## src/rtl/core/clle_pkg.sv

```systemverilog
// Shared types and codes for the cursor linked-list engine.
// No dependencies; clle_seq, the engine and the testbench refer to it by scoped names.
package clle_pkg;

  typedef enum logic [2:0] {
    OP_ALLOC    = 3'd0,
    OP_INSERT   = 3'd1,
    OP_DELETE   = 3'd2,
    OP_FIND     = 3'd3,
    OP_FINDPREV = 3'd4,
    OP_ISEMPTY  = 3'd5,
    OP_ISLAST   = 3'd6
  } op_t;

  typedef struct packed {
    logic [2:0] op;
    logic [7:0] element;
    logic [5:0] list_head;
    logic [5:0] position;
  } in_item_t;

  typedef struct packed {
    logic [5:0] result_cell;
    logic       result_flag;
    logic       status;
  } out_item_t;

  typedef enum logic [4:0] {
    ST_INIT,
    ST_IDLE,
    ST_RED,
    ST_A_RD0,
    ST_A_C,
    ST_A_W0,
    ST_A_W1,
    ST_I_R,
    ST_I_W0,
    ST_I_W1,
    ST_Q_RD,
    ST_Q_DAT,
    ST_W_CHK,
    ST_W_CMP,
    ST_D_G0,
    ST_D_G1,
    ST_D_G2,
    ST_D_G3,
    ST_D_G4,
    ST_DONE
  } state_t;

endpackage

```

## src/rtl/core/clle_ram.sv

```systemverilog
// Generic single-write, single-read RAM with registered read data.
// No dependencies.
module clle_ram #(
  parameter int WIDTH = 8,
  parameter int DEPTH = 64,
  localparam int AW = (DEPTH > 1) ? $clog2(DEPTH) : 1
) (
  input  logic             clk,
  input  logic             we,
  input  logic [AW-1:0]    waddr,
  input  logic [WIDTH-1:0] wdata,
  input  logic [AW-1:0]    raddr,
  output logic [WIDTH-1:0] rdata
);

  logic [WIDTH-1:0] mem_r [DEPTH];
  logic [WIDTH-1:0] rdata_r;

  always_ff @(posedge clk) begin
    if (we) begin
      mem_r[waddr] <= wdata;
    end
    rdata_r <= mem_r[raddr];
  end

  assign rdata = rdata_r;

endmodule

```

## src/rtl/core/clle_seq.sv

```systemverilog
// Sequencer and walk datapath of the linked-list engine: link and element
// RAMs, one compare unit, a cell counter. Depends on clle_pkg and clle_ram.
module clle_seq #(
  parameter int SPACE_SIZE = 64
) (
  input  logic                clk,
  input  logic                rst_n,
  input  logic                start,
  input  clle_pkg::in_item_t  cmd,
  output logic                ready,
  output logic                res_valid,
  input  logic                res_ready,
  output clle_pkg::out_item_t res
);

  localparam int AW = (SPACE_SIZE > 1) ? $clog2(SPACE_SIZE) : 1;
  localparam int SW = $clog2(SPACE_SIZE + 1);
  localparam logic [12:0]   NSZ   = 13'(SPACE_SIZE);
  localparam logic [AW-1:0] NLAST = AW'(SPACE_SIZE - 1);
  localparam logic [SW-1:0] NSTEP = SW'(SPACE_SIZE);

  clle_pkg::state_t    state_r, state_nxt;
  clle_pkg::op_t       op_r, op_nxt;
  logic [7:0]          x_r, x_nxt;
  logic [5:0]          head6_r, head6_nxt, pos6_r, pos6_nxt;
  logic [AW-1:0]       pre_r, pre_nxt, p_r, p_nxt, c_r, c_nxt, init_r, init_nxt;
  logic [SW-1:0]       steps_r, steps_nxt;
  logic                flag_r, flag_nxt;
  clle_pkg::out_item_t res_r, res_nxt;

  logic [AW-1:0] head_c, pos_c;
  logic          head_big, pos_big;
  logic          match, at_limit;

  logic          lk_we;
  logic [AW-1:0] lk_wa, lk_wd, lk_ra, lk_rd;
  logic          el_we;
  logic [AW-1:0] el_wa, el_ra;
  logic [7:0]    el_rd;

  clle_ram #(.WIDTH(AW), .DEPTH(SPACE_SIZE)) u_link (
    .clk(clk), .we(lk_we), .waddr(lk_wa), .wdata(lk_wd), .raddr(lk_ra), .rdata(lk_rd)
  );

  clle_ram #(.WIDTH(8), .DEPTH(SPACE_SIZE)) u_elem (
    .clk(clk), .we(el_we), .waddr(el_wa), .wdata(x_r), .raddr(el_ra), .rdata(el_rd)
  );

  assign head_c   = AW'(head6_r);
  assign pos_c    = AW'(pos6_r);
  assign head_big = {7'd0, head6_r} >= NSZ;
  assign pos_big  = {7'd0, pos6_r} >= NSZ;
  assign match    = (el_rd == x_r);
  assign at_limit = (steps_r >= NSTEP);

  assign ready     = (state_r == clle_pkg::ST_IDLE);
  assign res_valid = (state_r == clle_pkg::ST_DONE);
  assign res       = res_r;

  always_ff @(posedge clk) begin
    if (!rst_n) begin
      state_r <= clle_pkg::ST_INIT;
      init_r  <= '0;
    end else begin
      state_r <= state_nxt;
      init_r  <= init_nxt;
    end
  end

  always_ff @(posedge clk) begin
    op_r    <= op_nxt;
    x_r     <= x_nxt;
    head6_r <= head6_nxt;
    pos6_r  <= pos6_nxt;
    pre_r   <= pre_nxt;
    p_r     <= p_nxt;
    c_r     <= c_nxt;
    steps_r <= steps_nxt;
    flag_r  <= flag_nxt;
    res_r   <= res_nxt;
  end

  always_comb begin
    state_nxt = state_r;
    op_nxt    = op_r;
    x_nxt     = x_r;
    head6_nxt = head6_r;
    pos6_nxt  = pos6_r;
    pre_nxt   = pre_r;
    p_nxt     = p_r;
    c_nxt     = c_r;
    steps_nxt = steps_r;
    flag_nxt  = flag_r;
    res_nxt   = res_r;
    init_nxt  = init_r;
    lk_we     = 1'b0;
    lk_wa     = '0;
    lk_wd     = '0;
    lk_ra     = '0;
    el_we     = 1'b0;
    el_wa     = c_r;
    el_ra     = p_r;

    case (state_r)
      clle_pkg::ST_INIT: begin
        lk_we    = 1'b1;
        lk_wa    = init_r;
        lk_wd    = (init_r == NLAST) ? '0 : init_r + AW'(1);
        init_nxt = init_r + AW'(1);
        if (init_r == NLAST) begin
          state_nxt = clle_pkg::ST_IDLE;
        end
      end
      clle_pkg::ST_IDLE: begin
        if (start) begin
          op_nxt    = clle_pkg::op_t'(cmd.op);
          x_nxt     = cmd.element;
          head6_nxt = cmd.list_head;
          pos6_nxt  = cmd.position;
          flag_nxt  = 1'b0;
          res_nxt   = '0;
          state_nxt = clle_pkg::ST_RED;
        end
      end
      clle_pkg::ST_RED: begin
        // bring indices into range, one subtract per index per cycle
        if (head_big) begin
          head6_nxt = head6_r - 6'(SPACE_SIZE);
        end
        if (pos_big) begin
          pos6_nxt = pos6_r - 6'(SPACE_SIZE);
        end
        if (!head_big && !pos_big) begin
          case (op_r)
            clle_pkg::OP_ALLOC, clle_pkg::OP_INSERT: state_nxt = clle_pkg::ST_A_RD0;
            clle_pkg::OP_DELETE, clle_pkg::OP_FIND, clle_pkg::OP_FINDPREV,
            clle_pkg::OP_ISEMPTY, clle_pkg::OP_ISLAST: state_nxt = clle_pkg::ST_Q_RD;
            default: state_nxt = clle_pkg::ST_DONE;
          endcase
        end
      end
      clle_pkg::ST_A_RD0: begin
        lk_ra     = '0;
        state_nxt = clle_pkg::ST_A_C;
      end
      clle_pkg::ST_A_C: begin
        c_nxt = lk_rd;
        lk_ra = lk_rd;
        if (lk_rd == '0) begin
          res_nxt.status = 1'b1;
          state_nxt      = clle_pkg::ST_DONE;
        end else begin
          state_nxt = clle_pkg::ST_A_W0;
        end
      end
      clle_pkg::ST_A_W0: begin
        lk_we     = 1'b1;
        lk_wa     = '0;
        lk_wd     = lk_rd;
        state_nxt = clle_pkg::ST_A_W1;
      end
      clle_pkg::ST_A_W1: begin
        lk_we = 1'b1;
        lk_wa = c_r;
        lk_wd = '0;
        res_nxt.result_cell = 6'(c_r);
        if (op_r == clle_pkg::OP_INSERT) begin
          el_we     = 1'b1;
          state_nxt = clle_pkg::ST_I_R;
        end else begin
          state_nxt = clle_pkg::ST_DONE;
        end
      end
      clle_pkg::ST_I_R: begin
        lk_ra     = pos_c;
        state_nxt = clle_pkg::ST_I_W0;
      end
      clle_pkg::ST_I_W0: begin
        lk_we     = 1'b1;
        lk_wa     = c_r;
        lk_wd     = lk_rd;
        state_nxt = clle_pkg::ST_I_W1;
      end
      clle_pkg::ST_I_W1: begin
        lk_we     = 1'b1;
        lk_wa     = pos_c;
        lk_wd     = c_r;
        state_nxt = clle_pkg::ST_DONE;
      end
      clle_pkg::ST_Q_RD: begin
        lk_ra     = (op_r == clle_pkg::OP_ISLAST) ? pos_c : head_c;
        state_nxt = clle_pkg::ST_Q_DAT;
      end
      clle_pkg::ST_Q_DAT: begin
        if (op_r == clle_pkg::OP_ISEMPTY || op_r == clle_pkg::OP_ISLAST) begin
          res_nxt.result_flag = (lk_rd == '0);
          state_nxt           = clle_pkg::ST_DONE;
        end else begin
          p_nxt     = lk_rd;
          pre_nxt   = head_c;
          steps_nxt = '0;
          state_nxt = clle_pkg::ST_W_CHK;
        end
      end
      clle_pkg::ST_W_CHK: begin
        // end of list, or step budget spent for delete / find previous
        if (p_r == '0 || (op_r != clle_pkg::OP_FIND && at_limit)) begin
          res_nxt.result_cell = (op_r == clle_pkg::OP_FINDPREV) ? 6'(pre_r) : 6'd0;
          res_nxt.result_flag = (op_r == clle_pkg::OP_DELETE) ? flag_r : 1'b0;
          state_nxt           = clle_pkg::ST_DONE;
        end else begin
          lk_ra     = p_r;
          el_ra     = p_r;
          state_nxt = clle_pkg::ST_W_CMP;
        end
      end
      clle_pkg::ST_W_CMP: begin
        if (match && op_r == clle_pkg::OP_FIND) begin
          res_nxt.result_cell = 6'(p_r);
          state_nxt           = clle_pkg::ST_DONE;
        end else if (match && op_r == clle_pkg::OP_FINDPREV) begin
          res_nxt.result_cell = 6'(pre_r);
          state_nxt           = clle_pkg::ST_DONE;
        end else if (match) begin
          // unlink p from its predecessor
          lk_we     = 1'b1;
          lk_wa     = pre_r;
          lk_wd     = lk_rd;
          flag_nxt  = 1'b1;
          state_nxt = clle_pkg::ST_D_G0;
        end else if (op_r == clle_pkg::OP_FIND && at_limit) begin
          res_nxt.result_cell = 6'd0;
          state_nxt           = clle_pkg::ST_DONE;
        end else begin
          pre_nxt   = p_r;
          p_nxt     = lk_rd;
          steps_nxt = steps_r + SW'(1);
          state_nxt = clle_pkg::ST_W_CHK;
        end
      end
      clle_pkg::ST_D_G0: begin
        lk_ra     = '0;
        state_nxt = clle_pkg::ST_D_G1;
      end
      clle_pkg::ST_D_G1: begin
        lk_we     = 1'b1;
        lk_wa     = p_r;
        lk_wd     = lk_rd;
        state_nxt = clle_pkg::ST_D_G2;
      end
      clle_pkg::ST_D_G2: begin
        lk_we     = 1'b1;
        lk_wa     = '0;
        lk_wd     = p_r;
        state_nxt = clle_pkg::ST_D_G3;
      end
      clle_pkg::ST_D_G3: begin
        lk_ra     = pre_r;
        state_nxt = clle_pkg::ST_D_G4;
      end
      clle_pkg::ST_D_G4: begin
        p_nxt     = lk_rd;
        steps_nxt = steps_r + SW'(1);
        state_nxt = clle_pkg::ST_W_CHK;
      end
      clle_pkg::ST_DONE: begin
        if (res_ready) begin
          state_nxt = clle_pkg::ST_IDLE;
        end
      end
      default: begin
        state_nxt = clle_pkg::ST_IDLE;
      end
    endcase
  end

endmodule

```

## src/rtl/core/cursor_linked_list_engine.sv

```systemverilog
// Cursor linked-list engine: SPACE_SIZE cells of element + next link, free list at cell 0.
// Alloc and insert end early when the store is full; an unused op code gives an all-zero
// result; find, find previous and delete walk the list one cell at a time, after every index
// has been brought into range by subtraction.
// Throughput: one item at a time; in_ready returns as the result enters the output register.
// Reset: synchronous; afterwards an init pass over all SPACE_SIZE cells rebuilds the free-list chain.
module cursor_linked_list_engine #(
  parameter int SPACE_SIZE = 64
) (
  input  logic                clk,
  input  logic                rst_n,
  input  logic                in_valid,
  output logic                in_ready,
  input  clle_pkg::in_item_t  in_data,
  output logic                out_valid,
  input  logic                out_ready,
  output clle_pkg::out_item_t out_data
);

  // Sequencer side
  logic                seq_ready;
  logic                res_valid;
  logic                res_ready;
  clle_pkg::out_item_t res;

  // Output register: holds a finished item until the consumer takes it
  logic                out_valid_r;
  clle_pkg::out_item_t out_data_r;

  assign in_ready  = seq_ready;
  // the sequencer may hand over when the slot is empty or draining this cycle
  assign res_ready = !out_valid_r || out_ready;

  clle_seq #(.SPACE_SIZE(SPACE_SIZE)) u_seq (
    .clk       (clk),
    .rst_n     (rst_n),
    .start     (in_valid && seq_ready),
    .cmd       (in_data),
    .ready     (seq_ready),
    .res_valid (res_valid),
    .res_ready (res_ready),
    .res       (res)
  );

  always_ff @(posedge clk) begin
    if (!rst_n) begin
      out_valid_r <= 1'b0;
    end else if (res_ready) begin
      out_valid_r <= res_valid;
    end
  end

  always_ff @(posedge clk) begin
    if (res_ready && res_valid) begin
      out_data_r <= res;
    end
  end

  assign out_valid = out_valid_r;
  assign out_data  = out_data_r;

endmodule

```

## config.mk

```make
export PLATFORM = sky130hd
export DESIGN_NAME = cursor_linked_list_engine
export DESIGN_NICKNAME = d
export VERILOG_FILES = /design/src/rtl/core/clle_pkg.sv /design/src/rtl/core/clle_ram.sv /design/src/rtl/core/clle_seq.sv /design/src/rtl/core/cursor_linked_list_engine.sv
export SDC_FILE = /design/constraint.sdc
export NUM_CORES = 1
export LEC_CHECK = 0
export BUFFER_PORTS_ARGS = -buffer_cell sky130_fd_sc_hd__buf_2
export CAP_MARGIN = 15
export CORE_MARGIN = 5
export CORE_UTILIZATION = 58
export DETAILED_ROUTE_END_ITERATION = 6
export GPL_ROUTABILITY_DRIVEN = 0
export PLACE_DENSITY = 0.77
export SLEW_MARGIN = 0
export SYNTH_ARGS = -nofsm -noshare
export SYNTH_HDL_FRONTEND = slang
export SYNTH_SLANG_ARGS = --single-unit
```

## constraint.sdc

```tcl
create_clock -name clk -period 11.5 [get_ports clk]
set_input_delay 3.45 -clock clk [delete_from_list [all_inputs] [get_ports clk]]
set_output_delay 3.45 -clock clk [all_outputs]
set_load 0.02 [all_outputs]
```

==> results_dict.tcl <==
set metrics [dict create \
    synth_edf_count 961 \
    floorplan.die_area_um2 74600 \
    grt_first_pass_wirelength_mm 143 \
    fp.dieH_um 273 \
    synth-seq-area-share_pct 73.2 \
    p_int_uw 5730 \
    hold_viol 0 \
    ant_nets 0 \
    maxSlewHeadroom_pct 23.7 \
    cts.path.max_buffers 3 \
    cts_tree "built" \
    area_delta_synth_final_pct 10.5 \
    slowest_delay_ns 0.88 \
    totalNegativeSetupSlack_ns 0 \
    grt_max_degree 71 \
    drive_gt1_share_pct 19.7 \
    wl_per_cell_um 28.8 \
    rr_worst_depth 10 \
    slew_violations 0 \
    synthDistinctLibCells 75 \
    p_sw_share_pct 19.7 \
    rows 96 \
    post-cts-setup-buffers 0 \
    io_buffers 36 \
    clk_pin_slew_ns 0.06 \
    drt_iter0_drc 3416 \
    cts_sinks 987 \
    regToRegStartpoint "u_seq.state_r[1]" \
    fin_crit_ns 5.90 \
    dr.pass1.iters 7 \
    worstSkewPairLatency_ns 0.66 \
    clockPowerShare_pct 43.6 \
    synth-warning-count 0 \
    cp_cell_sequence "nor2b_1 > and2_1 > buf_2" \
    gr-total-overflow 0 \
    cp-end-kind "output pin" \
    skew_ns 0.0466 \
    syn_area_um2 40100 \
    synth_area_per_cell_um2 17.5 \
    synth_xor_area_share_pct 0.545 \
    worstReg2RegEnd "u_seq.u_link.rdata[4]" \
    instances_no_fill 3333 \
    regToRegSetupSlack_ns 6.83 \
    worst_slew_pin_slew_ns 1.14 \
    peakVddDrop_mv 0.130 \
    synth_top_family_by_area "multiplexers" \
    synth_compound_area_share_pct 6.61 \
    vias 22528 \
    path_buf_inv 1 \
    io_pins 37 \
    crit_fanout 27 \
    crit_path_top_delay_cell "dfxtp_1" \
    maxCapViolations 0 \
    avgViaCountPerCell 6.76 \
    cts_max_level 3 \
    initial_core_util_pct 58.5 \
    cts_hold_buffers 0 \
    numCtsBuffers 96 \
    grt.total_usage_pct 25.6 \
    pwr-share-seq_pct 55.2 \
    synthMuxAreaShare_pct 12.4 \
    status "completed" \
    drc 0 \
    hold_depth 0 \
    yosys.area_share.simple_pct 5.53 \
    root_buffer "clkbuf_16" \
    critPathLaunchType "flip-flop" \
    drt_wl_total_mm 96.0 \
    nets 2351 \
    coreArea_um2 68600 \
    antenna_found_initial 1 \
    setup_viol 0 \
    rsz0062_at_grt "false" \
    combPwrFrac_pct 1.2 \
    synthCells 2293 \
    async_reset_ff_share_pct 0 \
    synth_fp_nets 2323 \
    cts_resized 0 \
    dpl.hpwl_mm 56.3 \
    synth-adder-area-share_pct 0.0935 \
    hp-class "flip-flop to flip-flop" \
    place_inst 3151 \
    post-route-period-util_pct 51.3 \
    die_x_um 273 \
    ys.flop_type "edfxtp_1" \
    grt_pass1_vias 22388 \
    hold_start "u_seq.res[5]" \
    synth-seq-cells 987 \
    critPathKind "flip-flop to output pin" \
    critPathTopFamily "flip-flops" \
    crit_arrival_ns 2.45 \
    fmax_mhz 169 \
    p_per_area_nw_per_um2 161 \
    power.leakage_uw 0.0140 \
    switchingPower_uw 1400 \
    hold_end "out_data[5]" \
    n_antenna_cell 0 \
    required_ns 8.05 \
]
## logic make-up (layout without fill, tap and decap cells)
logic type / after synthesis / after routing
flops: 987 / 987
mux: 272 / 272
buf+inv: 151 / 260
simple gates: 469 / 469
fa+ha+maj: 3 / 3
xor+xnor: 25 / 25
compound gates: 386 / 386
## cells in the final DEF, fill, tap and decap left out, drive strengths merged, types with 37 or more instances in the layout
| cell type | instances |
|---|---|
| o21ai | 91 |
| a31oi | 46 |
| buf | 76 |
| clkinv | 37 |
| clkbuf | 128 |
| mux4 | 175 |
| mux2 | 39 |
| nor2 | 189 |
| edfxtp | 961 |
| mux2i | 58 |
| nand2 | 114 |
| a21oi | 55 |
## per-layer routing
layer,vias up,global-route usage (%),share of wire (%)
li1,9347,-,-
met1,11283,34.0,36
met2,1575,41.6,49
met3,321,5.77,11
met4,2,10.4,4.7
met5,-,0,0.014
## layout make-up
| class | instances | area (µm²) |
|---|---|---|
| Clock buffer | 128 | 2620 |
| Clock inverter | 51 | 508 |
| Fill cell | 4422 | 24200 |
| Inverter | 5 | 18.8 |
| Multi-Input combinational cell | 1155 | 10200 |
| Sequential cell | 987 | 29400 |
| Tap cell | 931 | 1160 |
| Timing Repair Buffer | 76 | 520 |
## metrics by stage
stage | total power, µW | utilization (%) | setup slack, ns | area, µm² | hold WS, ns
2_1_floorplan | 4050 | - | 6.79 | 40100 | 0.400
5_1_grt | 7330 | 64.7 | 5.46 | 44400 | 0.438
4_1_cts | 7160 | 64.6 | 5.63 | 44300 | 0.419
6_report | 7130 | 64.7 | 5.60 | 44400 | 0.417
3_3_place_gp | 4090 | 60.0 | 6.40 | 41200 | 0.403
3_5_place_dp | 4100 | 60.0 | 6.35 | 41200 | 0.405
## worst max-delay path by stage
stage	start	endpoint	cells after the start
6_report	u_seq.state_r[0]	in_ready	3
5_1_grt	u_seq.state_r[0]	in_ready	3
4_1_cts	u_seq.state_r[0]	in_ready	3
3_5_place_dp	u_seq.state_r[0]	in_ready	3
3_3_place_gp	u_seq.state_r[0]	in_ready	3
2_1_floorplan	in_valid	u_seq.res[2]	4
## power by group through the flow
| stage | Combinational [µW] | Clock [µW] | Sequential (µW) |
|---|---|---|---|
| after CTS | 80.7 | 3140 | 3940 |
| after detailed placement | 80.6 | 0 | 4020 |
| after floorplan | 40.1 | 0 | 4010 |
| final | 82.9 | 3110 | 3940 |
| after global routing | 87.9 | 3310 | 3940 |
| after global placement | 78.0 | 0 | 4020 |
## worst reg2reg max path: stages, from the launching register on
cell	delay (ns)
dfxtp_1	0.97
nor2b_1	0.34
and3_1	0.34
a221oi_4	0.20
buf_4	0.37
buf_4	0.71
and3_1	0.27
a211oi_1	0.06
a2111oi_0	0.60
nor4_1	0.14
nor4_1	0.53
## sequential cells by signal, summed over array words and instances, names as in the netlist, 7 cells and up
register	flops
u_seq.u_elem.rdata	8
u_seq.u_link.mem_r	384
u_seq.u_elem.mem_r	512
u_seq.steps_r	7
u_seq.res	8
u_seq.x_r	8
out_data	8
## synthesized netlist by cell type (all sizes together), types with 11 or more instances
library cell	count	area share [%]
mux2	39	1.1
nor2	189	1.8
a22oi	24	0.45
nand2	114	1.1
o21ai	91	1.1
xnor2	17	0.37
clkbuf	70	0.66
edfxtp	961	72
a21oi	55	0.69
mux4	175	9.8
dfxtp	26	1.3
a31o	21	0.46
a31oi	46	0.72
nand4	14	0.22
o2111ai	13	0.31
nor2b	11	0.17
a21boi	11	0.21
a22o	26	0.57
nand3	33	0.41
a211oi	25	0.48
and3	33	0.51
mux2i	58	1.4
buf	76	0.98
Note: power is estimated with default switching activity, not from simulation.
